[src/hdl/assert_macros.svh]
// Assertion macros shared by the frame receiver RTL.
// Included by the top level only; no other dependencies.
`ifndef ASSERT_MACROS_SVH
`define ASSERT_MACROS_SVH

// Antecedent implies consequent in the same cycle.
`define SLCFR_ASSERT_SAME(lbl, clk, rst_n, ante, cons, msg) \
    lbl: assert property (@(posedge clk) disable iff (!rst_n) (ante) |-> (cons)) \
        else $error(msg);

// Antecedent implies consequent in the next cycle.
`define SLCFR_ASSERT_NEXT(lbl, clk, rst_n, ante, cons, msg) \
    lbl: assert property (@(posedge clk) disable iff (!rst_n) (ante) |=> (cons)) \
        else $error(msg);

`endif

[src/hdl/slcfr_pkg.sv]
// Shared types and constants for the framed serial receiver.
// Used by slcfr_ctrl, slcfr_dp and the top level.
package slcfr_pkg;

    localparam int unsigned PAYLOAD_DEPTH_DEF = 64;

    localparam logic [7:0] START_BYTE = 8'h7E;
    localparam logic [7:0] END_BYTE   = 8'h0D;

    // Controller phases
    typedef enum logic [2:0] {
        ST_HUNT,
        ST_ID,
        ST_LEN,
        ST_DATA,
        ST_CSUM,
        ST_END,
        ST_RD,
        ST_LOAD
    } state_t;

    // Datapath status toward the controller
    typedef struct packed {
        logic byte_start;   // incoming word is the start byte
        logic byte_end;     // incoming word is the end byte
        logic len_small;    // length word is 0 or 1
        logic len_big;      // length word exceeds the buffer depth plus one
        logic data_done;    // this data word is the final payload word
        logic sum_ok;       // checksum word matches running sum
        logic frame_empty;  // stored frame has no payload
        logic rd_last;      // read pointer is at the final payload word
        logic out_free;     // output register can take a result
    } slcfr_stat_t;

    // Controller commands toward the datapath
    typedef struct packed {
        logic hunt_clr;     // start byte seen: clear frame counters
        logic ld_id;        // capture message id
        logic ld_len;       // capture length word
        logic wr_data;      // store a payload word
        logic rd_init;      // point reader at payload word 0
        logic rd_next;      // advance reader
        logic ld_out;       // load output register
    } slcfr_cmd_t;

endpackage

[src/hdl/slcfr_ctrl.sv]
// Frame receiver controller: phase state machine and input flow control.
// Depends on slcfr_pkg.
module slcfr_ctrl (
    input  logic                  clk,
    input  logic                  rst_n,
    input  logic                  in_valid,
    output logic                  in_stall,
    input  slcfr_pkg::slcfr_stat_t stat,
    output slcfr_pkg::slcfr_cmd_t  cmd
);
    import slcfr_pkg::*;

    state_t state_reg;
    state_t state_next;
    logic   acc;
    logic   done;

    // Input is held off while a frame is read out
    assign in_stall = (state_reg == ST_RD) || (state_reg == ST_LOAD);
    assign acc      = in_valid && !in_stall;
    assign done     = stat.frame_empty || stat.rd_last;

    // State register
    always_ff @(posedge clk or negedge rst_n)
    begin
        if (!rst_n)
        begin
            state_reg <= ST_HUNT;
        end
        else
        begin
            state_reg <= state_next;
        end
    end

    // Next state
    always_comb
    begin
        state_next = state_reg;
        case (state_reg)
            ST_HUNT:
            begin
                if (acc && stat.byte_start)
                begin
                    state_next = ST_ID;
                end
            end
            ST_ID:
            begin
                if (acc)
                begin
                    state_next = ST_LEN;
                end
            end
            ST_LEN:
            begin
                if (acc)
                begin
                    if (stat.len_small)
                    begin
                        state_next = ST_CSUM;
                    end
                    else if (stat.len_big)
                    begin
                        state_next = ST_HUNT;
                    end
                    else
                    begin
                        state_next = ST_DATA;
                    end
                end
            end
            ST_DATA:
            begin
                if (acc && stat.data_done)
                begin
                    state_next = ST_CSUM;
                end
            end
            ST_CSUM:
            begin
                if (acc)
                begin
                    state_next = stat.sum_ok ? ST_END : ST_HUNT;
                end
            end
            ST_END:
            begin
                if (acc)
                begin
                    state_next = stat.byte_end ? ST_RD : ST_HUNT;
                end
            end
            ST_RD:
            begin
                state_next = ST_LOAD;
            end
            ST_LOAD:
            begin
                if (stat.out_free)
                begin
                    state_next = done ? ST_HUNT : ST_RD;
                end
            end
            default:
            begin
                state_next = ST_HUNT;
            end
        endcase
    end

    // Datapath commands
    always_comb
    begin
        cmd = '0;
        case (state_reg)
            ST_HUNT:
            begin
                cmd.hunt_clr = acc && stat.byte_start;
            end
            ST_ID:
            begin
                cmd.ld_id = acc;
            end
            ST_LEN:
            begin
                cmd.ld_len = acc;
            end
            ST_DATA:
            begin
                cmd.wr_data = acc;
            end
            ST_END:
            begin
                cmd.rd_init = acc && stat.byte_end;
            end
            ST_LOAD:
            begin
                cmd.ld_out  = stat.out_free;
                cmd.rd_next = stat.out_free && !done;
            end
            default:
            begin
                cmd = '0;
            end
        endcase
    end

endmodule

[src/hdl/slcfr_dp.sv]
// Frame receiver datapath: header capture, checksum, payload buffer,
// readout pointer and output register. Depends on slcfr_pkg.
module slcfr_dp #(
    parameter int unsigned PAYLOAD_DEPTH = slcfr_pkg::PAYLOAD_DEPTH_DEF
) (
    input  logic                   clk,
    input  logic                   rst_n,
    input  logic [7:0]             rx_byte,
    input  logic                   out_stall,
    input  slcfr_pkg::slcfr_cmd_t  cmd,
    output slcfr_pkg::slcfr_stat_t stat,
    output logic                   out_valid,
    output logic [7:0]             msg_id,
    output logic                   has_payload,
    output logic [7:0]             payload_byte,
    output logic [5:0]             byte_index,
    output logic [6:0]             payload_count,
    output logic                   last
);
    import slcfr_pkg::*;

    localparam int unsigned AW = (PAYLOAD_DEPTH > 1) ? $clog2(PAYLOAD_DEPTH) : 1;
    localparam int unsigned CW = $clog2(PAYLOAD_DEPTH + 1);

    logic [7:0]    mem [PAYLOAD_DEPTH];
    logic [7:0]    rd_data_reg;

    logic [7:0]    id_reg,     id_next;
    logic [7:0]    remain_reg, remain_next;
    logic [CW-1:0] wpos_reg,   wpos_next;
    logic [7:0]    sum_reg,    sum_next;
    logic [AW-1:0] rptr_reg,   rptr_next;

    logic          ovalid_reg,  ovalid_next;
    logic [7:0]    oid_reg,     oid_next;
    logic          ohas_reg,    ohas_next;
    logic [7:0]    obyte_reg,   obyte_next;
    logic [5:0]    oidx_reg,    oidx_next;
    logic [6:0]    ocount_reg,  ocount_next;
    logic          olast_reg,   olast_next;

    // Status decode
    always_comb
    begin
        stat.byte_start  = (rx_byte == START_BYTE);
        stat.byte_end    = (rx_byte == END_BYTE);
        stat.len_small   = (rx_byte <= 8'd1);
        stat.len_big     = ({1'b0, rx_byte} > 9'(PAYLOAD_DEPTH + 1));
        stat.data_done   = (remain_reg == 8'd1);
        stat.sum_ok      = (sum_reg == rx_byte);
        stat.frame_empty = (wpos_reg == '0);
        stat.rd_last     = ((8'(rptr_reg) + 8'd1) == 8'(wpos_reg));
        stat.out_free    = !ovalid_reg || !out_stall;
    end

    // Frame counters and header fields
    always_comb
    begin
        id_next     = id_reg;
        remain_next = remain_reg;
        wpos_next   = wpos_reg;
        sum_next    = sum_reg;
        rptr_next   = rptr_reg;
        if (cmd.hunt_clr)
        begin
            wpos_next = '0;
            sum_next  = '0;
        end
        if (cmd.ld_id)
        begin
            id_next = rx_byte;
        end
        if (cmd.ld_len)
        begin
            sum_next    = rx_byte;
            wpos_next   = '0;
            remain_next = (stat.len_small || stat.len_big) ? 8'd0 : rx_byte - 8'd1;
        end
        if (cmd.wr_data)
        begin
            wpos_next   = wpos_reg + 1'b1;
            sum_next    = sum_reg + rx_byte;
            remain_next = remain_reg - 8'd1;
        end
        if (cmd.rd_init)
        begin
            rptr_next = '0;
        end
        if (cmd.rd_next)
        begin
            rptr_next = rptr_reg + 1'b1;
        end
    end

    // Output register: loaded by the controller, cleared when taken
    always_comb
    begin
        ovalid_next = ovalid_reg;
        oid_next    = oid_reg;
        ohas_next   = ohas_reg;
        obyte_next  = obyte_reg;
        oidx_next   = oidx_reg;
        ocount_next = ocount_reg;
        olast_next  = olast_reg;
        if (cmd.ld_out)
        begin
            ovalid_next = 1'b1;
            oid_next    = id_reg;
            ohas_next   = !stat.frame_empty;
            obyte_next  = stat.frame_empty ? 8'd0 : rd_data_reg;
            oidx_next   = stat.frame_empty ? 6'd0 : 6'(rptr_reg);
            ocount_next = 7'(wpos_reg);
            olast_next  = stat.frame_empty || stat.rd_last;
        end
        else if (ovalid_reg && !out_stall)
        begin
            ovalid_next = 1'b0;
        end
    end

    // Control registers
    always_ff @(posedge clk or negedge rst_n)
    begin
        if (!rst_n)
        begin
            remain_reg <= '0;
            wpos_reg   <= '0;
            sum_reg    <= '0;
            rptr_reg   <= '0;
            ovalid_reg <= 1'b0;
        end
        else
        begin
            remain_reg <= remain_next;
            wpos_reg   <= wpos_next;
            sum_reg    <= sum_next;
            rptr_reg   <= rptr_next;
            ovalid_reg <= ovalid_next;
        end
    end

    // Payload registers
    always_ff @(posedge clk)
    begin
        id_reg     <= id_next;
        oid_reg    <= oid_next;
        ohas_reg   <= ohas_next;
        obyte_reg  <= obyte_next;
        oidx_reg   <= oidx_next;
        ocount_reg <= ocount_next;
        olast_reg  <= olast_next;
    end

    // Payload buffer write port
    always_ff @(posedge clk)
    begin
        if (cmd.wr_data)
        begin
            mem[wpos_reg[AW-1:0]] <= rx_byte;
        end
    end

    // Payload buffer read port, registered
    always_ff @(posedge clk)
    begin
        rd_data_reg <= mem[rptr_reg];
    end

    assign out_valid     = ovalid_reg;
    assign msg_id        = oid_reg;
    assign has_payload   = ohas_reg;
    assign payload_byte  = obyte_reg;
    assign byte_index    = oidx_reg;
    assign payload_count = ocount_reg;
    assign last          = olast_reg;

endmodule

[src/hdl/sof_len_checksum_frame_receiver_core.sv]
// Framed serial receiver (start, id, length, payload, sum8 checksum, end).
// Throughput: one input word per cycle while a frame is received.
// Readout: after the end byte each result word takes a buffer read, then an output load
// that waits for a free output register; input is stalled during readout.
// Reset: rst_n asynchronous, active low; returns to hunting, output empty.
// Depends on slcfr_pkg, slcfr_ctrl, slcfr_dp and assert_macros.svh.
`include "assert_macros.svh"

module sof_len_checksum_frame_receiver_core #(
    parameter int unsigned PAYLOAD_DEPTH = slcfr_pkg::PAYLOAD_DEPTH_DEF
) (
    input  logic       clk,
    input  logic       rst_n,
    input  logic       in_valid,
    output logic       in_stall,
    input  logic [7:0] rx_byte,
    output logic       out_valid,
    input  logic       out_stall,
    output logic [7:0] msg_id,
    output logic       has_payload,
    output logic [7:0] payload_byte,
    output logic [5:0] byte_index,
    output logic [6:0] payload_count,
    output logic       last
);
    import slcfr_pkg::*;

    slcfr_cmd_t  cmd;
    slcfr_stat_t stat;

    // Phase controller
    slcfr_ctrl u_ctrl (
        .clk      (clk),
        .rst_n    (rst_n),
        .in_valid (in_valid),
        .in_stall (in_stall),
        .stat     (stat),
        .cmd      (cmd)
    );

    // Buffer, checksum and output register
    slcfr_dp #(
        .PAYLOAD_DEPTH (PAYLOAD_DEPTH)
    ) u_dp (
        .clk           (clk),
        .rst_n         (rst_n),
        .rx_byte       (rx_byte),
        .out_stall     (out_stall),
        .cmd           (cmd),
        .stat          (stat),
        .out_valid     (out_valid),
        .msg_id        (msg_id),
        .has_payload   (has_payload),
        .payload_byte  (payload_byte),
        .byte_index    (byte_index),
        .payload_count (payload_count),
        .last          (last)
    );

    // Checks
    `SLCFR_ASSERT_SAME(a_load_stalls_input, clk, rst_n, cmd.ld_out, in_stall, "result load while input open")
    `SLCFR_ASSERT_SAME(a_index_in_range, clk, rst_n, out_valid && has_payload, ({1'b0, byte_index} < payload_count), "byte index beyond payload count")
    `SLCFR_ASSERT_SAME(a_empty_is_last, clk, rst_n, out_valid && !has_payload, (last && (payload_count == 7'd0)), "empty frame result malformed")
    `SLCFR_ASSERT_NEXT(a_load_sets_valid, clk, rst_n, cmd.ld_out, out_valid, "loaded result not presented")

endmodule

[config.mk]
export PLATFORM = sky130hd
export DESIGN_NAME = sof_len_checksum_frame_receiver_core
export DESIGN_NICKNAME = d
export VERILOG_FILES = /design/src/hdl/slcfr_pkg.sv /design/src/hdl/slcfr_ctrl.sv /design/src/hdl/slcfr_dp.sv /design/src/hdl/sof_len_checksum_frame_receiver_core.sv
export VERILOG_INCLUDE_DIRS = /design/src /design/src/hdl
export SDC_FILE = /design/constraint.sdc
export NUM_CORES = 1
export LEC_CHECK = 0
export CORE_UTILIZATION = 60
export DETAILED_ROUTE_END_ITERATION = 16
export DONT_BUFFER_PORTS = 1
export GPL_TIMING_DRIVEN = 0
export HOLD_SLACK_MARGIN = 0.06
export PLACE_DENSITY = 0.76
export SLEW_MARGIN = 20
export SYNTH_ARGS = -nofsm -noshare
export SYNTH_HDL_FRONTEND = slang
export SYNTH_SLANG_ARGS = --single-unit
[constraint.sdc]
create_clock -name clk -period 4.3 [get_ports clk]
set_clock_uncertainty 0.2 [all_clocks]
set_input_delay 0 -clock clk [delete_from_list [all_inputs] [get_ports clk]]
set_output_delay 0 -clock clk [all_outputs]
set_load 0.1 [all_outputs]
# Word level (Yosys, flattened, before mapping)
# Memories as Yosys holds them, arrays and structs flattened. A register that Yosys moved wholly into a read port is not among the register bits.
# Index checks and enable logic that the tools add are counted.
[totals]
memories = 1
out_inout_bits = 33
inputBits = 12
ff_bits = 72
ram_bits = 512
[mem_list]
columns = ["memory", "depth", "word_bits", "rd", "rd_clocked_by_memory_dff", "write_ports", "line_no", "source"]
rows = [
  ["u_dp.mem", 64, 8, 1, 1, 1, "slcfr_dp.sv:25", "logic [7:0] mem [PAYLOAD_DEPTH];"],
]
[classes]
n_reduce_logical = 22
n_lt_le_gt_ge = 2
n_addsub = 6
n_eq_ne = 19
n_mux = 34
[op_table]
columns = ["cell", "n"]
rows = [
  ["2-to-1 mux 8 bit", 6],
  ["2-to-1 mux 3 bit", 11],
  ["one-hot mux 3 bit (8 select lines)", 1],
  ["2-to-1 mux 7 bit", 3],
  ["subtractor 8 x 1 -> 8 bit (second input constant)", 2],
  ["!= test 2 x 1 -> 1 bit (second input constant)", 7],
  ["== test 3 bit (second input constant)", 4],
  ["2-to-1 mux 6 bit", 2],
  ["2-to-1 mux 1 bit", 9],
  ["adder 8 bit", 1],
  ["== test 8 x 1 -> 1 bit (second input constant)", 1],
  ["== test 8 x 4 -> 1 bit (second input constant)", 1],
  ["== test 8 x 7 -> 1 bit", 1],
  ["== test 8 x 7 -> 1 bit (second input constant)", 1],
  ["== test 8 bit", 1],
  ["greater-than comparator 8 x 7 -> 1 bit (second input constant)", 1],
  ["less-or-equal comparator 8 x 1 -> 1 bit (second input constant)", 1],
  ["adder 6 x 1 -> 7 bit (second input constant)", 1],
  ["adder 7 x 1 -> 7 bit (second input constant)", 1],
  ["logical NOT 7 bit", 1],
  ["AND reduction 7 bit", 1],
  ["adder 6 x 1 -> 6 bit (second input constant)", 1],
  ["== test 3 x 2 -> 1 bit (second input constant)", 2],
  ["logical AND 1 bit", 6],
  ["7 further kinds", 17],
]

# Logic depth before layout (Yosys ltp)
# Gate-level depths: netlist of the first run.
[depth]
ltp_word = 9
ltp_mapped = 10

# Cells and area by module
# A second synthesis of the first run with hierarchy kept.
[unflattened]
hier_cells = 1283
hier_area_um2 = 23877.9
[modules_own_cells]
columns = ["module", "area_each_um2", "cells_each", "n_inst"]
rows = [
  ["slcfr_dp", 23543.8, 1239, 1],
  ["slcfr_ctrl", 334.1, 44, 1],
]

# Least setup slack after synthesis of the first run
# No wires, ideal clock.
[synth_path]
kind = "reg-to-reg"
start = "register u_ctrl.state_reg[2]"
end = "register u_dp.rptr_reg[2]"
t_arrival_ns = 3.855
stages_incl_launch_ff = 8
synth_period_minus_slack_ns = 4.135
t_required_ns = 4.020
setup_slack_ns = 0.165
n_path_buf = 1
path_cell_list = "dfrtp_1 and2_1 nand2_1 a21oi_1 and3_4 buf_6 mux2_4 mux2i_1"
[synth_via]
elab_chain_len = 7
[synth_rtl]
columns = ["item", "line_no", "source"]
rows = [
  ["start: declaration", "slcfr_ctrl.sv:13", "state_t state_reg;"],
  ["start signal: assignment", "slcfr_ctrl.sv:32", "state_reg <= state_next;"],
  ["== test 3 bit", "slcfr_ctrl.sv:19", "assign in_stall = (state_reg == ST_RD) || (state_reg == ST_LOAD);"],
  ["logical OR 1 bit *", "slcfr_ctrl.sv:19", ""],
  ["named net in_stall", "sof_len_checksum_frame_receiver_core.sv:15", "output logic in_stall,"],
  ["logical NOT 1 bit *", "slcfr_ctrl.sv:20", "assign acc = in_valid && !in_stall;"],
  ["logical AND 1 bit *", "slcfr_ctrl.sv:20", ""],
  ["logical AND 1 bit *", "slcfr_ctrl.sv:135", "cmd.rd_init = acc && stat.byte_end;"],
  ["2-to-1 mux 1 bit *", "slcfr_ctrl.sv:116", "case (state_reg)"],
  ["nonzero test 2 bit (no line) *", "--", ""],
  ["end signal: assignment", "slcfr_dp.sv:137", "rptr_reg <= rptr_next;"],
  ["end: declaration", "slcfr_dp.sv:32", "logic [AW-1:0] rptr_reg, rptr_next;"],
]
# Mark *: on every way through the listed nets, which the timed path passes. The rest lies on a longest branch.
# A chain may end at the register's enable or synchronous reset.

# Final worst setup path of the first run
[layout_path]
start = "register u_ctrl.state_reg[1]"
end = "memory u_dp.mem[6][7] (enable)"
[layout_via]
elab_chain_len = 7
[layout_rtl]
columns = ["item", "line_no", "source"]
rows = [
  ["== test 3 bit", "slcfr_ctrl.sv:19", ""],
  ["logical OR 1 bit", "slcfr_ctrl.sv:19", ""],
  ["logical NOT 1 bit", "slcfr_ctrl.sv:20", ""],
  ["logical AND 1 bit", "slcfr_ctrl.sv:20", ""],
  ["2-to-1 mux 1 bit *", "slcfr_ctrl.sv:116", ""],
  ["2-to-1 mux 1 bit *", "slcfr_dp.sv:157", "if (cmd.wr_data)"],
  ["2-to-1 mux 1 bit (not written as such) *", "slcfr_dp.sv:159", "mem[wpos_reg[AW-1:0]] <= rx_byte;"],
  ["end: declaration", "slcfr_dp.sv:25", ""],
]
# Mark *: on every way between the ends. The rest lies on a longest branch, timed or not.

==> results.toml, run 1 <==
[finish]
layout.nets = 1343
areaGrowthSynthToFinish_pct = 12.4
fillers = 2340
largest_reg_flops = 512
diodes = 0
drive_gt1_share_pct = 20.1
post-route-util_pct = 68.5
seqCellArea_um2 = 17500
multi_input_area_um2 = 5870

[synthesis]
yosysTopAreaCell = "edfxtp_1"
synthArstFlopShare_pct = 5.57
yosys-top-cells-area = "edfxtp_1 (70%), mux4_2 (14%), dfrtp_1 (3.5%)"
synth_top_family_by_area = "multiplexers"
synth_simple_gate_area_share_pct = 4.77
synth_top_area_share_pct = 69.9
synth-seq-cells = 592
ys_types = 59
synth_fp_nets = 1260
synth-compound-area-share_pct = 3.60
synth.avg_cell_area_um2 = 19.2
synthMuxAreaShare_pct = 14.7
ys.warnings.count = 0
syn-cell-area_um2 = 23700
synth_seq_area_share_pct = 74.0
synth_xor_area_share_pct = 0.629
synthCells = 1232
synth_edf_count = 551
synth_flop_cell = "edfxtp_1"
yosys.area_share.adder_pct = 0.877

[setup_path]
critical_path_class = "register to register"
path_cells = "clkbuf_1 > inv_1 > nor2_1 > and2_1 > clkbuf_1 > nand2_1 > nor2_1 > nand3_1 > nor2_1"
crit_path_end_kind = "register"
critPathMaxFanout = 10
critPathMaxStageDelay_ns = 0.85
worstPathArrival_ns = 4.27
cp_common_cell = "nor2_1"
crit_required_ns = 4.33
crit_path_start_kind = "register"
slowest_stage = "nor2_1"

[detailed_routing]
drcViolationCount = 0
routed_wl_um = 54800
vias_per_cell = 6.61
drt.antenna.violating_nets = 0
vias = 12418
wire_per_inst_um = 29.2
drt-initial-drc-count = 1547
dr.pass1.iters = 5

[timing]
grt_setup_unrepaired = "true"
period_minus_slack_ns = 4.24
worst_pin_slew_ns = 1.10
finalCritPeriodShare_pct = 98.6
setup_viol = 0
slew_headroom_pct = 26.5
hold_viol = 0
fin_setup_tns_ns = 0
final_max_slew_viol_count = 0
max_freq_mhz = 236

[floorplan]
die_y_um = 201
coreArea_um2 = 38800
die_area_um2 = 40300
die_w_um = 201
start_util_pct = 61.0
ios = 45
rows = 72

[power_and_ir_drop]
power_frac_seq_pct = 48.8
p_switching_mw = 3.46
clockPowerShare_pct = 36.0
p_sw_share_pct = 25.3
p_leak_nw = 8.34
vdd_drop_max_mv = 0.369
comb_power_share_pct = 15.2
p_int_mw = 10.2
power_density_nw_per_um2 = 514

[clock_network]
cts_htree_levels = 2
clock_sinks = 592
cts_tree = "done"
clock_path_buffers = 3
post_cts_buffers = 0
clk_pin_slew_worst_paths_ns = 0.06
clkLatencyLatePin_ns = 0.62
cts_made_buffers = 57
clock-root-buffer = "clkbuf_16"

[grt]
grt_pass1_wl_um = 80700
overflow = 0
grt_max_degree = 75
grt_usage_pct = 27.8
antenna_found_initial = 0
grt_pass1_vias = 12365

[outcome]
outcome = "finished, final reports clean"

[placed_design]
gp_congestion = 0.914
portBuffers = 0
hpwl_um = 32500

[run]
drv_cap = 0

[worst_hold_path]
hp-class = "primary input to register"
-- cell usage in the layout, fill, tap and decap left out, drive strengths merged, types with 8 or more instances in the layout --
master and n:
edfxtp 551, mux4 144, clkbuf 120, nor2 84
o21ai 40, nand2 39, buf 36, dfrtp 33
clkinv 20, nor3 19, mux2i 18, and2 16
ha 15, a21oi 15, nor2b 14, inv 14
dlygate4sd3 13, nand3 12, a22oi 12, xnor2 10
o22ai 9, o221ai 8, a211oi 8, a31oi 8
a21o 8, dfxtp 8
-- per-layer routing --
layer / up-vias / share of wire (%) / GRT usage, %
li1: 5190 / - / -
met1: 6354 / 39 / 38.9
met2: 741 / 49 / 44.5
met3: 133 / 9.7 / 6.40
met4: 0 / 2.9 / 8.29
met5: - / 0 / 0
-- Yosys cell counts, drive strengths merged (14+ instances only) --
cell type    n
ha          15
mux4       144
and2        16
edfxtp     551
a21oi       15
clkbuf      43
dfrtp       33
buf         25
o21ai       40
mux2i       18
nor2b       14
nor2        84
nand2       39
nor3        19
-- power groups by stage --
stage / Clock (mW) / Sequential, mW / Combinational, mW
2_1_floorplan: 0 / 6.75 / 1.46
3_3_place_gp: 0 / 6.78 / 1.89
3_5_place_dp: 0 / 6.78 / 1.92
4_1_cts: 4.94 / 6.66 / 2.07
5_1_grt: 5.15 / 6.68 / 2.23
6_report: 4.92 / 6.66 / 2.08
-- kinds of logic (layout without fill, tap and decap cells) --
logic type	count (synthesis)	after routing
AO/OA/AOI/OAI	130	130
XOR/XNOR	17	17
adder cells (fa/ha/maj)	16	16
buffers and inverters	81	210
flip-flops	592	592
multiplexers	166	166
AND/OR/NAND/NOR	230	230
-- final timing paths --
kind	from	to	slack, ns	cells after the start
worst max register to register	u_ctrl.state_reg[1]	u_dp.mem[6][7]	0.06	9
worst min register to register	u_dp.id_reg[1]	u_dp.msg_id[1]	0.22	0
worst max-delay path	u_ctrl.state_reg[1]	u_dp.mem[6][7]	0.06	9
max in group asynchronous	rst_n	u_dp.remain_reg[3]	3.36	4
min in group asynchronous	rst_n	u_dp.rptr_reg[4]	0.34	4
worst min-delay path	out_stall	u_ctrl.state_reg[1]	0.13	3
-- stage by stage --
step | instance area (um^2) | setup WS (ns) | cells | power [mW] | hold WS, ns
after floorplan | 23700 | 0.165 | 1232 | 8.21 | -0.496
after global placement | 24300 | -0.934 | 1750 | 8.66 | -0.495
after detailed placement | 24400 | 0.174 | 1751 | 8.70 | -0.495
after CTS | 26600 | 0.165 | 1879 | 13.7 | 0.105
after global routing | 26600 | -0.192 | 1879 | 14.1 | 0.140
final | 26600 | 0.0613 | 1879 | 13.7 | 0.127
-- cell type report --
cell class                 instances  area share [%]
sequential                       592            65.9
timing repair buffer              24            1.57
inverter                          13           0.183
buffer                            68            1.08
tap                              518            2.44
clock buffer                      77            5.68
multi-input combinational        559            22.0
clock inverter                    28            1.10
-- worst max-delay path, delay by kind of cell, from the launching register on --
family / cells / cell delay (ns)
buf+inv: 3 / 0.83
flops: 1 / 0.33
simple gates: 6 / 2.49
-- repair_timing --
action                                  in CTS  in global routing
endpoints found under the hold margin      623                  0
resized for setup                            0                 18
hold buffers                                23                  0
endpoints found under the setup margin       0                236
(Power assumes the default switching activity.)
==> inputs of run 2 (changes only) <==
SYNTH_HIERARCHICAL = 1   (was default)
==> run 2 against run 1 <==
Wire length rose by 5.3%. Setup slack better by 0.46 ns. First-iteration DRC count up 15%. Final area rose by 0.58%. Critical endpoint is now u_dp/mem[7][2]. Largest cell class unchanged.
==> results.toml, run 2 <==
[grt]
overflow = 0
grt_pass1_wl_um = 84900
grt_usage_pct = 29.4
grt_max_degree = 73
grt_pass1_vias = 12889
antenna_found_initial = 0

[clock_network]
cts_htree_levels = 2
clock_sinks = 592
hold_buffers = 25
post_cts_buffers = 0
clock_path_buffers = 3
cts_made_buffers = 56
cts_tree = "done"
clk_pin_slew_worst_paths_ns = 0.06
post_cts_resized = 0
clkLatencyLatePin_ns = 0.64
clock-root-buffer = "clkbuf_16"

[timing]
max_freq_mhz = 265
fin_setup_tns_ns = 0
worst_pin_slew_ns = 1.07
finalCritPeriodShare_pct = 87.8
slew_headroom_pct = 28.2
period_minus_slack_ns = 3.77
grt_setup_unrepaired = "false"
final_max_slew_viol_count = 0
holdWs_ns = 0.162
setup_viol = 0
hold_viol = 0

[floorplan]
rows = 72
die_y_um = 201
ios = 45
coreArea_um2 = 38900
die_area_um2 = 40600
start_util_pct = 61.4
die_w_um = 201

[power_and_ir_drop]
p_total_mw = 14.7
power_density_nw_per_um2 = 551
p_int_mw = 10.6
comb_power_share_pct = 21.9
p_switching_mw = 4.12
p_leak_nw = 8.45
power_frac_seq_pct = 45.9
vdd_drop_max_mv = 0.364
clockPowerShare_pct = 32.2
p_sw_share_pct = 28.0

[setup_path]
critPathMaxFanout = 10
crit_start = "u_ctrl/state_reg[2]"
crit_path_start_kind = "register"
crit_path_end_kind = "register"
crit_required_ns = 4.35
worstPathArrival_ns = 3.83
critical_path_class = "register to register"
r2r_start = "u_ctrl/state_reg[2]"

[detailed_routing]
vias_per_cell = 6.69
vias = 12917
wire_per_inst_um = 29.9
dr.pass1.iters = 5
drt-initial-drc-count = 1773
routed_wl_um = 57700
drt.antenna.violating_nets = 0
drcViolationCount = 0

[finish]
layout.nets = 1396
diodes = 0
largest_reg_flops = 512
final_cell_mix = "edfxtp_1 (551), mux4_2 (128), nor2_1 (104), clkbuf_16 (57), clkbuf_1 (46)"
layout_commonest_cell = "edfxtp_1"
areaGrowthSynthToFinish_pct = 12.1
drive_gt1_share_pct = 19.5

[outcome]
outcome = "finished, final reports clean"

[synthesis]
synth-seq-cells = 592
ys.warnings.count = 6
yosys-top-cells-area = "edfxtp_1 (69%), mux4_2 (12%), dfrtp_1 (3.5%)"
synth_flop_cell = "edfxtp_1"
ys_types = 62
yosysTopAreaCell = "edfxtp_1"
syn-cell-area_um2 = 23900
synth_most_common_cell = "edfxtp_1"
synth_common_cells = "edfxtp_1 (551), mux4_2 (128), nor2_1 (105)"
synthArstFlopShare_pct = 5.57
synth_seq_area_share_pct = 73.4
synth_fp_nets = 1311
synth_edf_count = 551
synth.avg_cell_area_um2 = 18.6
synth_top_area_share_pct = 69.3
synthCells = 1283

[run]
drv_cap = 0

[worst_hold_path]
hp-class = "primary input to register"
holdCritStartpoint = "out_stall"

[placed_design]
gp_congestion = 0.944
hpwl_um = 35800
portBuffers = 0
==> run 2: changes by cell type after synthesis, sizes merged, moves of 14 or more <==
cell / previous run / this run
a21oi: 15 / 38
a22o: 2 / 17
buf: 25 / 39
clkbuf: 43 / 29
mux4: 144 / 128
nor2: 84 / 105
==> run 2: worst paths after layout <==
kind / end / slack, ns / cells after the start
max in group asynchronous: u_dp/out_valid / 3.41 / 4
worst max register to register: u_dp/mem[7][2] / 0.53 / 6
min in group asynchronous: u_dp/wpos_reg[5] / 0.29 / 4
worst max-delay path: u_dp/mem[7][2] / 0.53 / 6
worst min register to register: u_dp/msg_id[6] / 0.22 / 0
worst min-delay path: u_ctrl/state_reg[2] / 0.16 / 4
==> run 2: critical path, cell delays in order (launching register included) <==
cell	delay (ns)
dfrtp_1	0.42
buf_4	0.18
nand2b_1	0.19
nor2_1	0.23
clkbuf_1	0.48
nand4_1	0.77
nor2_1	0.94
==> run 2: layer usage <==
metal	share of wire, %	GRT usage [%]	routed length (um)
met2	47	45.2	27100
met1	38	41.5	22100
met4	3.8	12.2	2200
met5	0	0	0
met3	11	6.37	6380
==> run 2: cells by family (layout without fill, tap and decap cells) <==
family	after synthesis	in the layout	share of synthesized area (%)
muxes	155	155	13.3
AOI/OAI and AO/OA	150	150	4.31
buffers and inverters	85	214	1.92
xor gates and xnor gates	27	27	0.990
and+or+nand+nor	258	258	5.23
adders and majority gates	16	16	0.870
DFF	592	592	73.4
==> run 2: area by class of cell <==
class                   instances  area, um^2
flip-flops and latches        592       17500
fillers                      2470       12200
multi-input cells             606        5920
clock buffers                  81        1580
well taps                     518         648
repair buffers                 27         445
plain buffers                  68         394
clock inverters                21         181
inverters                      17        63.8
==> run 2: power groups by stage <==
stage	clock [mW]	sequential, mW	combinational [mW]
finish	4.74	6.77	3.23
global route	5.02	6.78	3.42
CTS	4.79	6.76	3.21
detailed placement	0	6.88	3.04
global placement	0	6.87	2.98
floorplan	0	6.84	2.23
==> run 2: through the flow <==
stage               setup slack (ns)  instance area (um^2)  utilization [%]  std cells
global placement              0.0486                 24500             63.0       1801
CTS                            0.633                 26800             68.8       1930
floorplan                       1.26                 23900                -       1283
finish                         0.525                 26800             68.8       1930
detailed placement             0.666                 24600             63.2       1803
global route                   0.436                 26800             68.8       1930
